## src/hw/rtl/jccd_pkg.sv

```systemverilog
package jccd_pkg;

    localparam int NUM_AXES  = 4;
    localparam int AXIS_W    = 2;
    localparam int ADC_W     = 10;
    localparam int ADC_MAX   = 1023;
    localparam int DZ_W      = 9;
    localparam int CS_W      = 16;
    localparam int SUM_W     = 26;
    localparam int VAL_W     = 16;
    localparam int CFG_IDX_W = 2;
    localparam int CFG_DAT_W = 16;

    // signed working width for distance and span arithmetic
    localparam int SW_W = 12;

    localparam int DIV_W       = 26;
    localparam int DIVR_W      = 16;
    localparam int DIV_ITERS   = DIV_W / 2;
    localparam int DIV_CNT_W   = $clog2(DIV_ITERS);

    localparam logic [DZ_W-1:0]  DZ_RESET     = 9'd20;
    localparam logic [CS_W-1:0]  CS_RESET     = 16'd16;
    localparam logic [ADC_W-1:0] CENTER_RESET = 10'd512;
    localparam logic signed [VAL_W-1:0] Q15_FULL = 16'sd32767;
    localparam logic signed [SW_W-1:0]  ADC_MAX_S = SW_W'(ADC_MAX);

    localparam logic [CFG_IDX_W-1:0] REG_DEADZONE    = 2'd0;
    localparam logic [CFG_IDX_W-1:0] REG_CAL_SAMPLES = 2'd1;

    localparam logic [AXIS_W-1:0] LAST_AXIS = AXIS_W'(NUM_AXES - 1);

    typedef struct packed {
        logic              load_item;
        logic              cal_accum;
        logic              axis_eval;
        logic              axis_store;
        logic              cal_commit;
        logic              out_load;
        logic [AXIS_W-1:0] axis;
    } jccd_cmd_t;

    typedef struct packed {
        logic req_type;
        logic cal_complete;
        logic trivial;
        logic div_done;
        logic out_free;
    } jccd_stat_t;

endpackage

```

## src/hw/rtl/jccd_div.sv

```systemverilog
module jccd_div (
    input  logic                           aclk,
    input  logic                           aresetn,
    input  logic                           start,
    input  logic [jccd_pkg::DIV_W-1:0]     dividend,
    input  logic [jccd_pkg::DIVR_W-1:0]    divisor,
    output logic [jccd_pkg::DIV_W-1:0]     quotient,
    output logic                           done
);

    logic [jccd_pkg::DIVR_W-1:0]    rem_reg, rem_next;
    logic [jccd_pkg::DIV_W-1:0]     q_reg, q_next;
    logic [jccd_pkg::DIVR_W-1:0]    d_reg;
    logic [jccd_pkg::DIV_CNT_W-1:0] cnt_reg;
    logic                           busy_reg;
    logic                           done_reg;
    logic [jccd_pkg::DIVR_W:0]      step_a;
    logic [jccd_pkg::DIVR_W:0]      step_b;

    // one restoring step: returns {quotient bit, new remainder}
    function automatic logic [jccd_pkg::DIVR_W:0] div_step(
        input logic [jccd_pkg::DIVR_W-1:0] r,
        input logic                        b,
        input logic [jccd_pkg::DIVR_W-1:0] d
    );
        logic [jccd_pkg::DIVR_W:0] sh;
        logic [jccd_pkg::DIVR_W:0] diff;
        sh   = {r, b};
        diff = sh - {1'b0, d};
        if (sh >= {1'b0, d}) begin
            div_step = {1'b1, diff[jccd_pkg::DIVR_W-1:0]};
        end else begin
            div_step = {1'b0, sh[jccd_pkg::DIVR_W-1:0]};
        end
    endfunction

    // two quotient bits per cycle
    always_comb begin
        step_a   = div_step(rem_reg, q_reg[jccd_pkg::DIV_W-1], d_reg);
        step_b   = div_step(step_a[jccd_pkg::DIVR_W-1:0], q_reg[jccd_pkg::DIV_W-2], d_reg);
        rem_next = step_b[jccd_pkg::DIVR_W-1:0];
        q_next   = {q_reg[jccd_pkg::DIV_W-3:0], step_a[jccd_pkg::DIVR_W],
                    step_b[jccd_pkg::DIVR_W]};
    end

    always_ff @(posedge aclk) begin
        if (!aresetn) begin
            busy_reg <= 1'b0;
            done_reg <= 1'b0;
            cnt_reg  <= '0;
        end else if (start) begin
            busy_reg <= 1'b1;
            done_reg <= 1'b0;
            cnt_reg  <= jccd_pkg::DIV_CNT_W'(jccd_pkg::DIV_ITERS - 1);
        end else if (busy_reg) begin
            if (cnt_reg == '0) begin
                busy_reg <= 1'b0;
                done_reg <= 1'b1;
            end else begin
                cnt_reg <= cnt_reg - 1'b1;
            end
        end
    end

    always_ff @(posedge aclk) begin
        if (start) begin
            rem_reg <= '0;
            q_reg   <= dividend;
            d_reg   <= divisor;
        end else if (busy_reg) begin
            rem_reg <= rem_next;
            q_reg   <= q_next;
        end
    end

    assign quotient = q_reg;
    assign done     = done_reg;

    a_no_restart: assert property (@(posedge aclk) disable iff (!aresetn)
        start |-> !busy_reg)
        else $error("divider restarted while busy");

    a_done_not_busy: assert property (@(posedge aclk) disable iff (!aresetn)
        done_reg |-> !busy_reg)
        else $error("divider done while still iterating");

    a_quot_hold: assert property (@(posedge aclk) disable iff (!aresetn)
        (done_reg && !start) |=> $stable(q_reg))
        else $error("quotient changed after completion");

endmodule

```

## src/hw/rtl/jccd_datapath.sv

```systemverilog
module jccd_datapath (
    input  logic                              aclk,
    input  logic                              aresetn,
    input  jccd_pkg::jccd_cmd_t               cmd,
    output jccd_pkg::jccd_stat_t              stat,
    input  logic                              s_req_type,
    input  logic [jccd_pkg::ADC_W-1:0]        s_raw_lx,
    input  logic [jccd_pkg::ADC_W-1:0]        s_raw_ly,
    input  logic [jccd_pkg::ADC_W-1:0]        s_raw_rz,
    input  logic [jccd_pkg::ADC_W-1:0]        s_raw_ryaw,
    input  logic                              s_button1_level,
    input  logic                              s_button2_level,
    input  logic [jccd_pkg::ADC_W-1:0]        s_pot_sample,
    input  logic                              cfg_valid,
    input  logic                              cfg_ready,
    input  logic [jccd_pkg::CFG_IDX_W-1:0]    cfg_index,
    input  logic [jccd_pkg::CFG_DAT_W-1:0]    cfg_data,
    output logic                              m_valid,
    input  logic                              m_ready,
    output logic signed [jccd_pkg::VAL_W-1:0] m_left_x,
    output logic signed [jccd_pkg::VAL_W-1:0] m_left_y,
    output logic signed [jccd_pkg::VAL_W-1:0] m_right_z,
    output logic signed [jccd_pkg::VAL_W-1:0] m_right_yaw,
    output logic                              m_button1_pressed,
    output logic                              m_button2_pressed,
    output logic [jccd_pkg::ADC_W-1:0]        m_pot_value,
    output logic                              m_cal_done
);

    logic                              req_reg;
    logic [jccd_pkg::ADC_W-1:0]        raw_reg [jccd_pkg::NUM_AXES];
    logic                              b1_reg, b2_reg;
    logic [jccd_pkg::ADC_W-1:0]        pot_reg;
    logic [jccd_pkg::DZ_W-1:0]         dz_reg;
    logic [jccd_pkg::CS_W-1:0]         cs_reg;
    logic [jccd_pkg::ADC_W-1:0]        center_reg [jccd_pkg::NUM_AXES];
    logic [jccd_pkg::SUM_W-1:0]        sum_reg [jccd_pkg::NUM_AXES];
    logic [jccd_pkg::CS_W-1:0]         count_reg;
    logic signed [jccd_pkg::VAL_W-1:0] val_reg [jccd_pkg::NUM_AXES];
    logic                              neg_reg;
    logic                              done_reg;
    logic                              m_valid_reg;

    logic [jccd_pkg::CS_W-1:0]         count_next;
    logic [jccd_pkg::CS_W-1:0]         target;
    logic [jccd_pkg::ADC_W-1:0]        raw_sel, ctr_sel;
    logic signed [jccd_pkg::SW_W-1:0]  delta, zs, den_pos, den_neg, den_sel, num_s;
    logic                              in_zone, pos, den_ok;
    logic [jccd_pkg::ADC_W-1:0]        num_u;
    logic [jccd_pkg::DIV_W-1:0]        prod;
    logic signed [jccd_pkg::VAL_W-1:0] triv_val, div_val;
    logic [jccd_pkg::VAL_W-2:0]        q_clamp;
    logic                              div_start;
    logic [jccd_pkg::DIV_W-1:0]        div_dividend, quot;
    logic [jccd_pkg::DIVR_W-1:0]       div_divisor;
    logic                              div_done;
    logic                              out_free;

    assign count_next = count_reg + 1'b1;
    assign target     = (cs_reg == '0) ? jccd_pkg::CS_W'(1) : cs_reg;
    assign out_free   = !m_valid_reg || m_ready;

    // per axis normalization terms
    always_comb begin
        raw_sel = raw_reg[cmd.axis];
        ctr_sel = center_reg[cmd.axis];
        delta   = $signed({2'b00, raw_sel}) - $signed({2'b00, ctr_sel});
        zs      = $signed({3'b000, dz_reg});
        in_zone = (delta <= zs) && (delta >= -zs);
        pos     = delta > 0;
        den_pos = jccd_pkg::ADC_MAX_S - $signed({2'b00, ctr_sel}) - zs;
        den_neg = $signed({2'b00, ctr_sel}) - zs;
        den_sel = pos ? den_pos : den_neg;
        den_ok  = den_sel > 0;
        num_s   = pos ? (delta - zs) : -(delta + zs);
        num_u   = num_s[jccd_pkg::ADC_W-1:0];
        // times 32767
        prod    = {1'b0, num_u, 15'b0} - jccd_pkg::DIV_W'(num_u);
        if (in_zone) begin
            triv_val = '0;
        end else if (pos) begin
            triv_val = jccd_pkg::Q15_FULL;
        end else begin
            triv_val = -jccd_pkg::Q15_FULL;
        end
        q_clamp = (quot > jccd_pkg::DIV_W'(jccd_pkg::Q15_FULL)) ?
                  jccd_pkg::Q15_FULL[jccd_pkg::VAL_W-2:0] : quot[jccd_pkg::VAL_W-2:0];
        div_val = neg_reg ? -$signed({1'b0, q_clamp}) : $signed({1'b0, q_clamp});
    end

    always_comb begin
        stat.req_type     = req_reg;
        stat.cal_complete = (count_next >= target) && (count_next != '0);
        stat.trivial      = req_reg && (in_zone || !den_ok);
        stat.div_done     = div_done;
        stat.out_free     = out_free;
    end

    assign div_start    = cmd.axis_eval && !stat.trivial;
    assign div_dividend = req_reg ? prod : sum_reg[cmd.axis];
    assign div_divisor  = req_reg ? {4'b0000, den_sel} : count_reg;

    jccd_div u_div (
        .aclk     (aclk),
        .aresetn  (aresetn),
        .start    (div_start),
        .dividend (div_dividend),
        .divisor  (div_divisor),
        .quotient (quot),
        .done     (div_done)
    );

    // calibration state, configuration and output valid
    always_ff @(posedge aclk) begin
        if (!aresetn) begin
            dz_reg      <= jccd_pkg::DZ_RESET;
            cs_reg      <= jccd_pkg::CS_RESET;
            count_reg   <= '0;
            m_valid_reg <= 1'b0;
            for (int i = 0; i < jccd_pkg::NUM_AXES; i++) begin
                center_reg[i] <= jccd_pkg::CENTER_RESET;
                sum_reg[i]    <= '0;
            end
        end else begin
            if (cfg_valid && cfg_ready) begin
                unique case (cfg_index)
                    jccd_pkg::REG_DEADZONE:    dz_reg <= cfg_data[jccd_pkg::DZ_W-1:0];
                    jccd_pkg::REG_CAL_SAMPLES: cs_reg <= cfg_data;
                    default: ;
                endcase
            end
            if (cmd.cal_accum) begin
                count_reg <= count_next;
                for (int i = 0; i < jccd_pkg::NUM_AXES; i++) begin
                    sum_reg[i] <= sum_reg[i] + jccd_pkg::SUM_W'(raw_reg[i]);
                end
            end
            if (cmd.axis_store && !req_reg) begin
                center_reg[cmd.axis] <= quot[jccd_pkg::ADC_W-1:0];
                sum_reg[cmd.axis]    <= '0;
            end
            if (cmd.cal_commit) begin
                count_reg <= '0;
            end
            if (cmd.out_load) begin
                m_valid_reg <= 1'b1;
            end else if (m_ready) begin
                m_valid_reg <= 1'b0;
            end
        end
    end

    // item and result payload
    always_ff @(posedge aclk) begin
        if (cmd.load_item) begin
            req_reg    <= s_req_type;
            raw_reg[0] <= s_raw_lx;
            raw_reg[1] <= s_raw_ly;
            raw_reg[2] <= s_raw_rz;
            raw_reg[3] <= s_raw_ryaw;
            b1_reg     <= s_button1_level;
            b2_reg     <= s_button2_level;
            pot_reg    <= s_pot_sample;
            done_reg   <= 1'b0;
            for (int i = 0; i < jccd_pkg::NUM_AXES; i++) begin
                val_reg[i] <= '0;
            end
        end
        if (cmd.axis_eval) begin
            neg_reg <= !pos;
            if (stat.trivial) begin
                val_reg[cmd.axis] <= triv_val;
            end
        end
        if (cmd.axis_store && req_reg) begin
            val_reg[cmd.axis] <= div_val;
        end
        if (cmd.cal_commit) begin
            done_reg <= 1'b1;
        end
        if (cmd.out_load) begin
            m_left_x          <= val_reg[0];
            m_left_y          <= val_reg[1];
            m_right_z         <= val_reg[2];
            m_right_yaw       <= val_reg[3];
            m_button1_pressed <= !b1_reg;
            m_button2_pressed <= !b2_reg;
            m_pot_value       <= pot_reg;
            m_cal_done        <= done_reg;
        end
    end

    assign m_valid = m_valid_reg;

endmodule

```

## src/hw/rtl/jccd_ctrl.sv

```systemverilog
module jccd_ctrl (
    input  logic                 aclk,
    input  logic                 aresetn,
    input  logic                 s_valid,
    output logic                 s_ready,
    input  jccd_pkg::jccd_stat_t stat,
    output jccd_pkg::jccd_cmd_t  cmd
);

    typedef enum logic [2:0] {
        ST_IDLE,
        ST_CAL_ACC,
        ST_AXIS_SETUP,
        ST_AXIS_WAIT,
        ST_COMMIT,
        ST_OUT
    } state_t;

    state_t                      state_reg, state_next;
    logic [jccd_pkg::AXIS_W-1:0] axis_reg, axis_next;

    always_comb begin
        state_next     = state_reg;
        axis_next      = axis_reg;
        cmd            = '0;
        cmd.axis       = axis_reg;
        unique case (state_reg)
            ST_IDLE: begin
                if (s_valid) begin
                    cmd.load_item = 1'b1;
                    axis_next     = '0;
                    state_next    = s_ready ? ST_CAL_ACC : ST_IDLE;
                end
            end
            // a run item goes straight to the axes, a calibration item first sums
            ST_CAL_ACC: begin
                if (stat.req_type) begin
                    state_next = ST_AXIS_SETUP;
                end else begin
                    cmd.cal_accum = 1'b1;
                    state_next    = stat.cal_complete ? ST_AXIS_SETUP : ST_OUT;
                end
            end
            ST_AXIS_SETUP: begin
                cmd.axis_eval = 1'b1;
                if (!stat.trivial) begin
                    state_next = ST_AXIS_WAIT;
                end else if (axis_reg == jccd_pkg::LAST_AXIS) begin
                    state_next = ST_OUT;
                end else begin
                    axis_next = axis_reg + 1'b1;
                end
            end
            ST_AXIS_WAIT: begin
                if (stat.div_done) begin
                    cmd.axis_store = 1'b1;
                    if (axis_reg == jccd_pkg::LAST_AXIS) begin
                        state_next = stat.req_type ? ST_OUT : ST_COMMIT;
                    end else begin
                        axis_next  = axis_reg + 1'b1;
                        state_next = ST_AXIS_SETUP;
                    end
                end
            end
            ST_COMMIT: begin
                cmd.cal_commit = 1'b1;
                state_next     = ST_OUT;
            end
            ST_OUT: begin
                if (stat.out_free) begin
                    cmd.out_load = 1'b1;
                    state_next   = ST_IDLE;
                end
            end
            default: state_next = ST_IDLE;
        endcase
    end

    always_ff @(posedge aclk) begin
        if (!aresetn) begin
            state_reg <= ST_IDLE;
            axis_reg  <= '0;
            s_ready   <= 1'b0;
        end else begin
            state_reg <= state_next;
            axis_reg  <= axis_next;
            s_ready   <= (state_next == ST_IDLE) && !(state_reg == ST_IDLE && s_valid && s_ready);
        end
    end

    a_out_free: assert property (@(posedge aclk) disable iff (!aresetn)
        cmd.out_load |-> stat.out_free)
        else $error("result loaded over an untaken result");

    a_commit_cal: assert property (@(posedge aclk) disable iff (!aresetn)
        cmd.cal_commit |-> !stat.req_type)
        else $error("center commit on a run item");

    a_wait_hold: assert property (@(posedge aclk) disable iff (!aresetn)
        (state_reg == ST_AXIS_WAIT && !stat.div_done) |=> state_reg == ST_AXIS_WAIT)
        else $error("left divide wait early");

    a_busy_not_ready: assert property (@(posedge aclk) disable iff (!aresetn)
        (state_reg != ST_IDLE) |-> !s_ready)
        else $error("ready while an item is in work");

endmodule

```

## src/hw/rtl/joystick_center_cal_deadzone.sv

```systemverilog
// joystick center calibration and deadzone normalization
//
// input channel s_*: one item of four axis samples, two active-low button
// levels and a pot sample. req_type 0 is a calibration item, 1 a run item.
// result channel m_*: one result item per input item, in order.
// config channel cfg_*: index 0 deadzone, index 1 cal_samples; always ready.
// the user must write it only while the block is idle; the block does not enforce this.
//
// a run item makes one pass per axis through a shared restoring divider
// that retires two quotient bits a cycle; an axis that needs a divide
// is set up, divided and stored, and one that does not takes its fixed
// value (zero or full scale) without a divide.
// a calibration item only sums, but the item that completes
// the average runs the same divider over the four sums.
// one item is in work at a time; ready rises with result valid, so the
// next item may enter while that result waits.
// reset: centers 512, sums and count zero, deadzone 20, cal_samples 16,
// no result valid. when the receiver stalls the result holds in the output
// register and the block holds its next finished result until it is taken.
module joystick_center_cal_deadzone (
    input  logic                              aclk,
    input  logic                              aresetn,
    input  logic                              s_valid,
    output logic                              s_ready,
    input  logic                              s_req_type,
    input  logic [jccd_pkg::ADC_W-1:0]        s_raw_lx,
    input  logic [jccd_pkg::ADC_W-1:0]        s_raw_ly,
    input  logic [jccd_pkg::ADC_W-1:0]        s_raw_rz,
    input  logic [jccd_pkg::ADC_W-1:0]        s_raw_ryaw,
    input  logic                              s_button1_level,
    input  logic                              s_button2_level,
    input  logic [jccd_pkg::ADC_W-1:0]        s_pot_sample,
    output logic                              m_valid,
    input  logic                              m_ready,
    output logic signed [jccd_pkg::VAL_W-1:0] m_left_x,
    output logic signed [jccd_pkg::VAL_W-1:0] m_left_y,
    output logic signed [jccd_pkg::VAL_W-1:0] m_right_z,
    output logic signed [jccd_pkg::VAL_W-1:0] m_right_yaw,
    output logic                              m_button1_pressed,
    output logic                              m_button2_pressed,
    output logic [jccd_pkg::ADC_W-1:0]        m_pot_value,
    output logic                              m_cal_done,
    input  logic                              cfg_valid,
    output logic                              cfg_ready,
    input  logic [jccd_pkg::CFG_IDX_W-1:0]    cfg_index,
    input  logic [jccd_pkg::CFG_DAT_W-1:0]    cfg_data
);

    jccd_pkg::jccd_cmd_t  cmd;
    jccd_pkg::jccd_stat_t stat;

    assign cfg_ready = 1'b1;

    jccd_ctrl u_ctrl (
        .aclk    (aclk),
        .aresetn (aresetn),
        .s_valid (s_valid),
        .s_ready (s_ready),
        .stat    (stat),
        .cmd     (cmd)
    );

    jccd_datapath u_datapath (
        .aclk              (aclk),
        .aresetn           (aresetn),
        .cmd               (cmd),
        .stat              (stat),
        .s_req_type        (s_req_type),
        .s_raw_lx          (s_raw_lx),
        .s_raw_ly          (s_raw_ly),
        .s_raw_rz          (s_raw_rz),
        .s_raw_ryaw        (s_raw_ryaw),
        .s_button1_level   (s_button1_level),
        .s_button2_level   (s_button2_level),
        .s_pot_sample      (s_pot_sample),
        .cfg_valid         (cfg_valid),
        .cfg_ready         (cfg_ready),
        .cfg_index         (cfg_index),
        .cfg_data          (cfg_data),
        .m_valid           (m_valid),
        .m_ready           (m_ready),
        .m_left_x          (m_left_x),
        .m_left_y          (m_left_y),
        .m_right_z         (m_right_z),
        .m_right_yaw       (m_right_yaw),
        .m_button1_pressed (m_button1_pressed),
        .m_button2_pressed (m_button2_pressed),
        .m_pot_value       (m_pot_value),
        .m_cal_done        (m_cal_done)
    );

endmodule
```

## config.mk

```make
export PLATFORM = sky130hd
export DESIGN_NAME = joystick_center_cal_deadzone
export DESIGN_NICKNAME = d
export VERILOG_FILES = /design/src/hw/rtl/jccd_pkg.sv /design/src/hw/rtl/jccd_div.sv /design/src/hw/rtl/jccd_datapath.sv /design/src/hw/rtl/jccd_ctrl.sv /design/src/hw/rtl/joystick_center_cal_deadzone.sv
export SDC_FILE = /design/constraint.sdc
export NUM_CORES = 1
export LEC_CHECK = 0
export BUFFER_PORTS_ARGS = -buffer_cell sky130_fd_sc_hd__buf_2
export CORE_ASPECT_RATIO = 0.5
export CORE_UTILIZATION = 35
export DETAILED_ROUTE_END_ITERATION = 8
export MAX_ROUTING_LAYER = met4
export PLACE_DENSITY = 0.57
export SLEW_MARGIN = 25
export SYNTH_ARGS = -nofsm -noshare
export SYNTH_HDL_FRONTEND = slang
export SYNTH_SLANG_ARGS = --single-unit
export TNS_END_PERCENT = 10
```

## constraint.sdc

```tcl
create_clock -name aclk -period 20.7 [get_ports aclk]
set_clock_uncertainty 0.2 [all_clocks]
set_input_delay 1.035 -clock aclk [delete_from_list [all_inputs] [get_ports aclk]]
set_output_delay 1.035 -clock aclk [all_outputs]
set_load 0.01 [all_outputs]
```

## Word-level counts from Yosys, hierarchy flattened

Memories as Yosys holds them, arrays and structs flattened. A register that Yosys moved wholly into a read port is not among the register bits.
Index checks and enable logic that the tools add are counted.

| operators by class | value |
|---|---|
| add/sub/neg operators | 19 |
| order comparisons | 8 |
| reductions and logical operators | 39 |
| eq/ne operators | 11 |
| bitwise logic cells | 7 |
| mux-type cells | 81 |

Operator list:

| cell | count |
|---|---|
| $mux 26 | 8 |
| $add 26x10->26 | 4 |
| $mux 16 | 6 |
| $ge 17x16->1 | 2 |
| $mux 1 | 34 |
| $mux 17 | 2 |
| $sub 16x16->16 | 2 |
| $gt 26x15->1 const B | 1 |
| $mux 2 | 13 |
| $reduce_or 26->1 | 1 |
| $sub 25x10->26 | 1 |
| $mux 12 | 2 |
| $mux 3 | 8 |
| $mux 10 | 2 |
| $pmux 3 s6 | 1 |
| $add 16x1->16 const B | 1 |
| $ge 16x16->1 | 1 |
| $logic_not 16->1 | 1 |
| $neg 15->16 | 1 |
| $reduce_bool 16->1 | 1 |
| $reduce_or 16->1 | 1 |
| $mux 15 | 1 |
| $ge 11x12->1 | 1 |
| $gt 12x1->1 const B | 1 |
| 35 further kinds | 69 |

| word-level totals | value |
|---|---|
| bits in writable memories | 248 |
| memories kept | 4 |
| bits in registers | 140 |
| logic and storage cells | 194 |

Memories:

| name | depth | width | rd ports | clocked after memory_dff | wr ports | line | text |
|---|---|---|---|---|---|---|---|
| u_datapath.sum_reg | 4 | 26 | 5 | 1 | 4 | jccd_datapath.sv:37 | `logic [jccd_pkg::SUM_W-1:0] sum_reg [jccd_pkg::NUM_AXES];` |
| u_datapath.val_reg | 4 | 16 | 4 | 4 | 4 | jccd_datapath.sv:39 | `logic signed [jccd_pkg::VAL_W-1:0] val_reg [jccd_pkg::NUM_AXES];` |
| u_datapath.center_reg | 4 | 10 | 1 | 1 | 4 | jccd_datapath.sv:36 | `logic [jccd_pkg::ADC_W-1:0] center_reg [jccd_pkg::NUM_AXES];` |
| u_datapath.raw_reg | 4 | 10 | 5 | 1 | 4 | jccd_datapath.sv:31 | `logic [jccd_pkg::ADC_W-1:0] raw_reg [jccd_pkg::NUM_AXES];` |

## Longest topological paths before layout

| depth | value |
|---|---|
| word-level depth | 13 |
| depth in mapped cells | 25 |
| gate-level depth less buffers | 23 |

## Cells and area by module

Synthesis repeated with hierarchy kept, for this count alone.

| second synthesis, totals | value |
|---|---|
| cell total of the unflattened synthesis | 2606 |
| area total of the unflattened synthesis | 26620.5 µm² |

By module, submodules not included:

| module | times used | area each (µm²) | cells each |
|---|---|---|---|
| jccd_datapath | 1 | 21837.2 | 2127 |
| jccd_div | 1 | 4320.4 | 425 |
| jccd_ctrl | 1 | 451.7 | 52 |
| joystick_center_cal_deadzone | 1 | 11.3 | 2 |

## Least setup slack after synthesis

OpenSTA, ideal clock, no wires.

| timing path | value |
|---|---|
| kind | flip-flop to flip-flop |
| start point | register with a tool-made name |
| end point | register u_datapath.u_div.q_reg, in the netlist u_datapath.u_div.quotient[0], enable pin |
| slack | 13.199 ns |
| library setup time | 0.384 ns |
| data arrival time | 6.917 ns |
| stages on the path, launching flop included | 22 |
| clock period less this slack | 7.501 ns |
| cell sequence | dfxtp_1 -> clkbuf_1 -> clkbuf_1 -> buf_1 -> mux4_2 -> ha_1 -> fa_1 -> nor2b_1 -> o211a_1 -> o31ai_2 -> a31oi_2 -> inv_2 -> buf_2 -> ha_1 -> a2111o_1 -> a2111oi_0 -> a211oi_1 -> nor2b_1 -> o31ai_4 -> a21oi_2 -> buf_4 -> or2_1 |

RTL lines:

| item | line | text |
|---|---|---|
| end signal: assignment | jccd_div.sv:68 | `q_reg <= dividend;` |
| end signal: assignment | jccd_div.sv:72 | `q_reg <= q_next;` |
| end: declaration | jccd_div.sv:12 | `logic [jccd_pkg::DIV_W-1:0] q_reg, q_next;` |

==> results.py <==
metrics = {
    "run_status": {
        "outcome": "finished, final reports clean",
    },
    "job": {
        "cap_violations": 0,
    },
    "clocking": {
        "htree_levels": 2,
        "insertion_delay_ns": 0.60,
        "hold_buffers": 0,
        "numCtsBuffers": 46,
        "cts_tree": "built",
        "cts.sinks": 454,
        "cts_root_buf": "clkbuf_16",
        "postCtsSetupBuffers": 0,
        "clk_pin_slew_worst_paths_ns": 0.07,
        "clk_path_buf_depth": 3,
        "post_cts_resized": 0,
    },
    "floorplan": {
        "core_mm2": 0.07331,
        "dieHeight_um": 194.8,
        "initial_core_util_pct": 35.50,
        "die_area_mm2": 0.07551,
        "dieWidth_um": 387.6,
        "rows": 70,
        "boundaryPins": 156,
    },
    "sta": {
        "worst_pin_slew_ns": 1.008,
        "hold-worst-slack_ns": 0.2028,
        "relSlewSlack_pct": 32.82,
        "max_clock_freq_ghz": 0.1279,
        "hold_viol": 0,
        "setup_tns_ns": 0,
        "rsz0062_at_grt": "false",
        "fin_ws_ns": 12.88,
        "period_share_pct": 37.78,
        "setup_viol": 0,
        "finalMaxSlewViolations": 0,
        "fin_crit_ns": 7.820,
    },
    "worst_setup_path": {
        "end_kind": "flip-flop",
        "cp-start-kind": "flip-flop",
        "cp.arrival_ns": 7.97,
        "r2r_end": "u_datapath.u_div.quotient[25]",
        "rrSetupSlack_ns": 12.88,
        "r2r_cells": 17,
        "crit_required_ns": 20.85,
        "critPathKind": "flip-flop to flip-flop",
        "cp_max_fo": 65,
    },
    "routing": {
        "firstDrtPassIters": 7,
        "drt-initial-drc-count": 1667,
        "drc": 0,
        "vias": 19893,
        "wire_per_inst_um": 19.11,
        "drtAntennaViolNets": 0,
        "wirelength_um": 71280,
        "vias_per_cell": 5.333,
    },
    "yosys": {
        "postSynth.asyncResetShare_pct": 0,
        "syn_nets": 2850,
        "yosys_most_used_dff": "edfxtp_1",
        "synth_edf_count": 277,
        "yosysTopAreaCellShare_pct": 31.96,
        "avgSynthCellArea_um2": 9.993,
        "synth_common_cells": "nor2_1, edfxtp_1, nand2_1",
        "synth_largest_area_cell": "edfxtp_1",
        "synthesis.area_mm2": 0.02602,
        "synth_cell_types": 98,
        "ys_seq_area_share_pct": 45.58,
        "synth_cells": 2604,
        "yosysMostFrequentCell": "nor2_1",
        "yosys_register_bits": 454,
        "synth_area_leaders": "edfxtp_1, dfxtp_1, ha_1",
        "ys_warn_count": 0,
    },
    "hold_path": {
        "min_path_type": "flip-flop to flip-flop",
        "min_to": "m_right_z[12]",
        "min_from": "u_datapath.val_reg[2][12]",
        "hold_depth": 0,
    },
    "global_routing": {
        "grt-ovfl-total": 0,
        "antenna_found_initial": 7,
        "grt_pass1_wl_um": 110300,
        "grt_pass1_vias": 19080,
        "grt_max_degree": 78,
        "track_usage_pct": 19.10,
    },
    "layout": {
        "largest_reg_flops": 104,
        "layout.cells.non_filler": 3730,
        "drive_gt1_share_pct": 13.20,
        "area_delta_synth_final_pct": 12.41,
        "nets": 2961,
    },
    "power": {
        "powerDensity_mw_per_mm2": 131.1,
        "peakVddDrop_mv": 0.06446,
        "leakage_nw": 11.01,
        "power.total_w": 0.003836,
    },
    "placed_design": {
        "hpwl_um": 52690,
        "dp_slack_ns": 12.92,
        "dp_cells": 3639,
        "io_buffers": 154,
        "place_congestion": 0.9436,
    },
}
## metrics by stage
stage / util [%] / instance area (µm²)
after detailed placement: 37.89 / 27780
after global routing: 39.90 / 29250
after global placement: 37.89 / 27780
after floorplan: - / 26020
after CTS: 39.88 / 29230
final: 39.90 / 29250
## worst max path at each step
stage | end | slack [ns] | startpoint | cells after the start
finish | u_datapath.u_div.quotient[25] | 12.88 | flip-flop | 17
global route | u_datapath.u_div.quotient[21] | 12.41 | flip-flop | 17
CTS | u_datapath.u_div.quotient[25] | 12.91 | flip-flop | 17
detailed placement | u_datapath.u_div.quotient[25] | 12.92 | flip-flop | 17
global placement | u_datapath.u_div.quotient[25] | 13.20 | flip-flop | 17
floorplan | u_datapath.u_div.quotient[0] | 13.20 | flip-flop | 21
## layer usage
metal / track usage [%] / share of wire [%] / wire [µm]
met5: - / 0 / 0
met4: 4.115 / 1.8 / 1262
met3: 2.754 / 5.2 / 3717
met2: 30.28 / 46 / 32800
met1: 25.89 / 47 / 33500
## area by class of cell
cell class,count,area [µm²]
fillers,7172,44050
clock buffers,59,1261
well taps,972,1216
inverters,161,604.3
multi-input cells,1875,13150
diodes,8,20.02
clock inverters,24,193.9
repair buffers,177,943.4
flip-flops and latches,454,11870
## power breakdown
group,switching (W),total [W],internal [W]
clock,0.000367,0.000816,0.000448
combinational,0.00107,0.00174,0.000675
sequential,0.000116,0.00128,0.00116
## logic make-up (layout without fill, tap and decap cells)
group	after synthesis	count (layout)	share of synthesized area, %
flip-flops	454	454	45.58
AO/OA/AOI/OAI	539	539	13.50
XOR/XNOR	167	167	5.621
buffers and inverters	275	421	4.222
multiplexers	96	96	6.049
other	1	9	0.01441
AND/OR/NAND/NOR	902	902	16.52
adder cells (fa/ha/maj)	170	170	8.491
## worst max-delay path, stage by stage, from the launching register on
cell       delay [ns]
dfxtp_4          0.95
mux4_2           0.64
ha_1             0.24
fa_1             0.40
nor2b_1          0.29
o211a_1          0.25
o31ai_2          0.10
a31oi_2          0.80
inv_2            0.36
ha_1             0.42
a2111o_1         0.45
a2111oi_0        0.50
a211oi_1         0.17
nor2b_1          0.30
o31ai_4          0.15
a21oi_4          0.17
buf_4            0.69
mux2_2           0.41
## placed cells by master, fill, tap and decap left out, types with 27 or more instances in the layout
master       n
dfxtp_1    175
nand2b_1    27
ha_1       159
nor2_1     277
xor2_1      54
clkbuf_16   47
edfxtp_1   277
nand3_1     71
xnor2_1    113
nor3_1      78
a211oi_1    31
mux4_2      46
o21ai_0     69
nand4_1     28
nor4_1      28
a21oi_1    206
o21bai_1    34
buf_2      154
nand2_1    248
a21o_1      43
inv_1      156
Note: power is estimated with default switching activity, not from simulation.
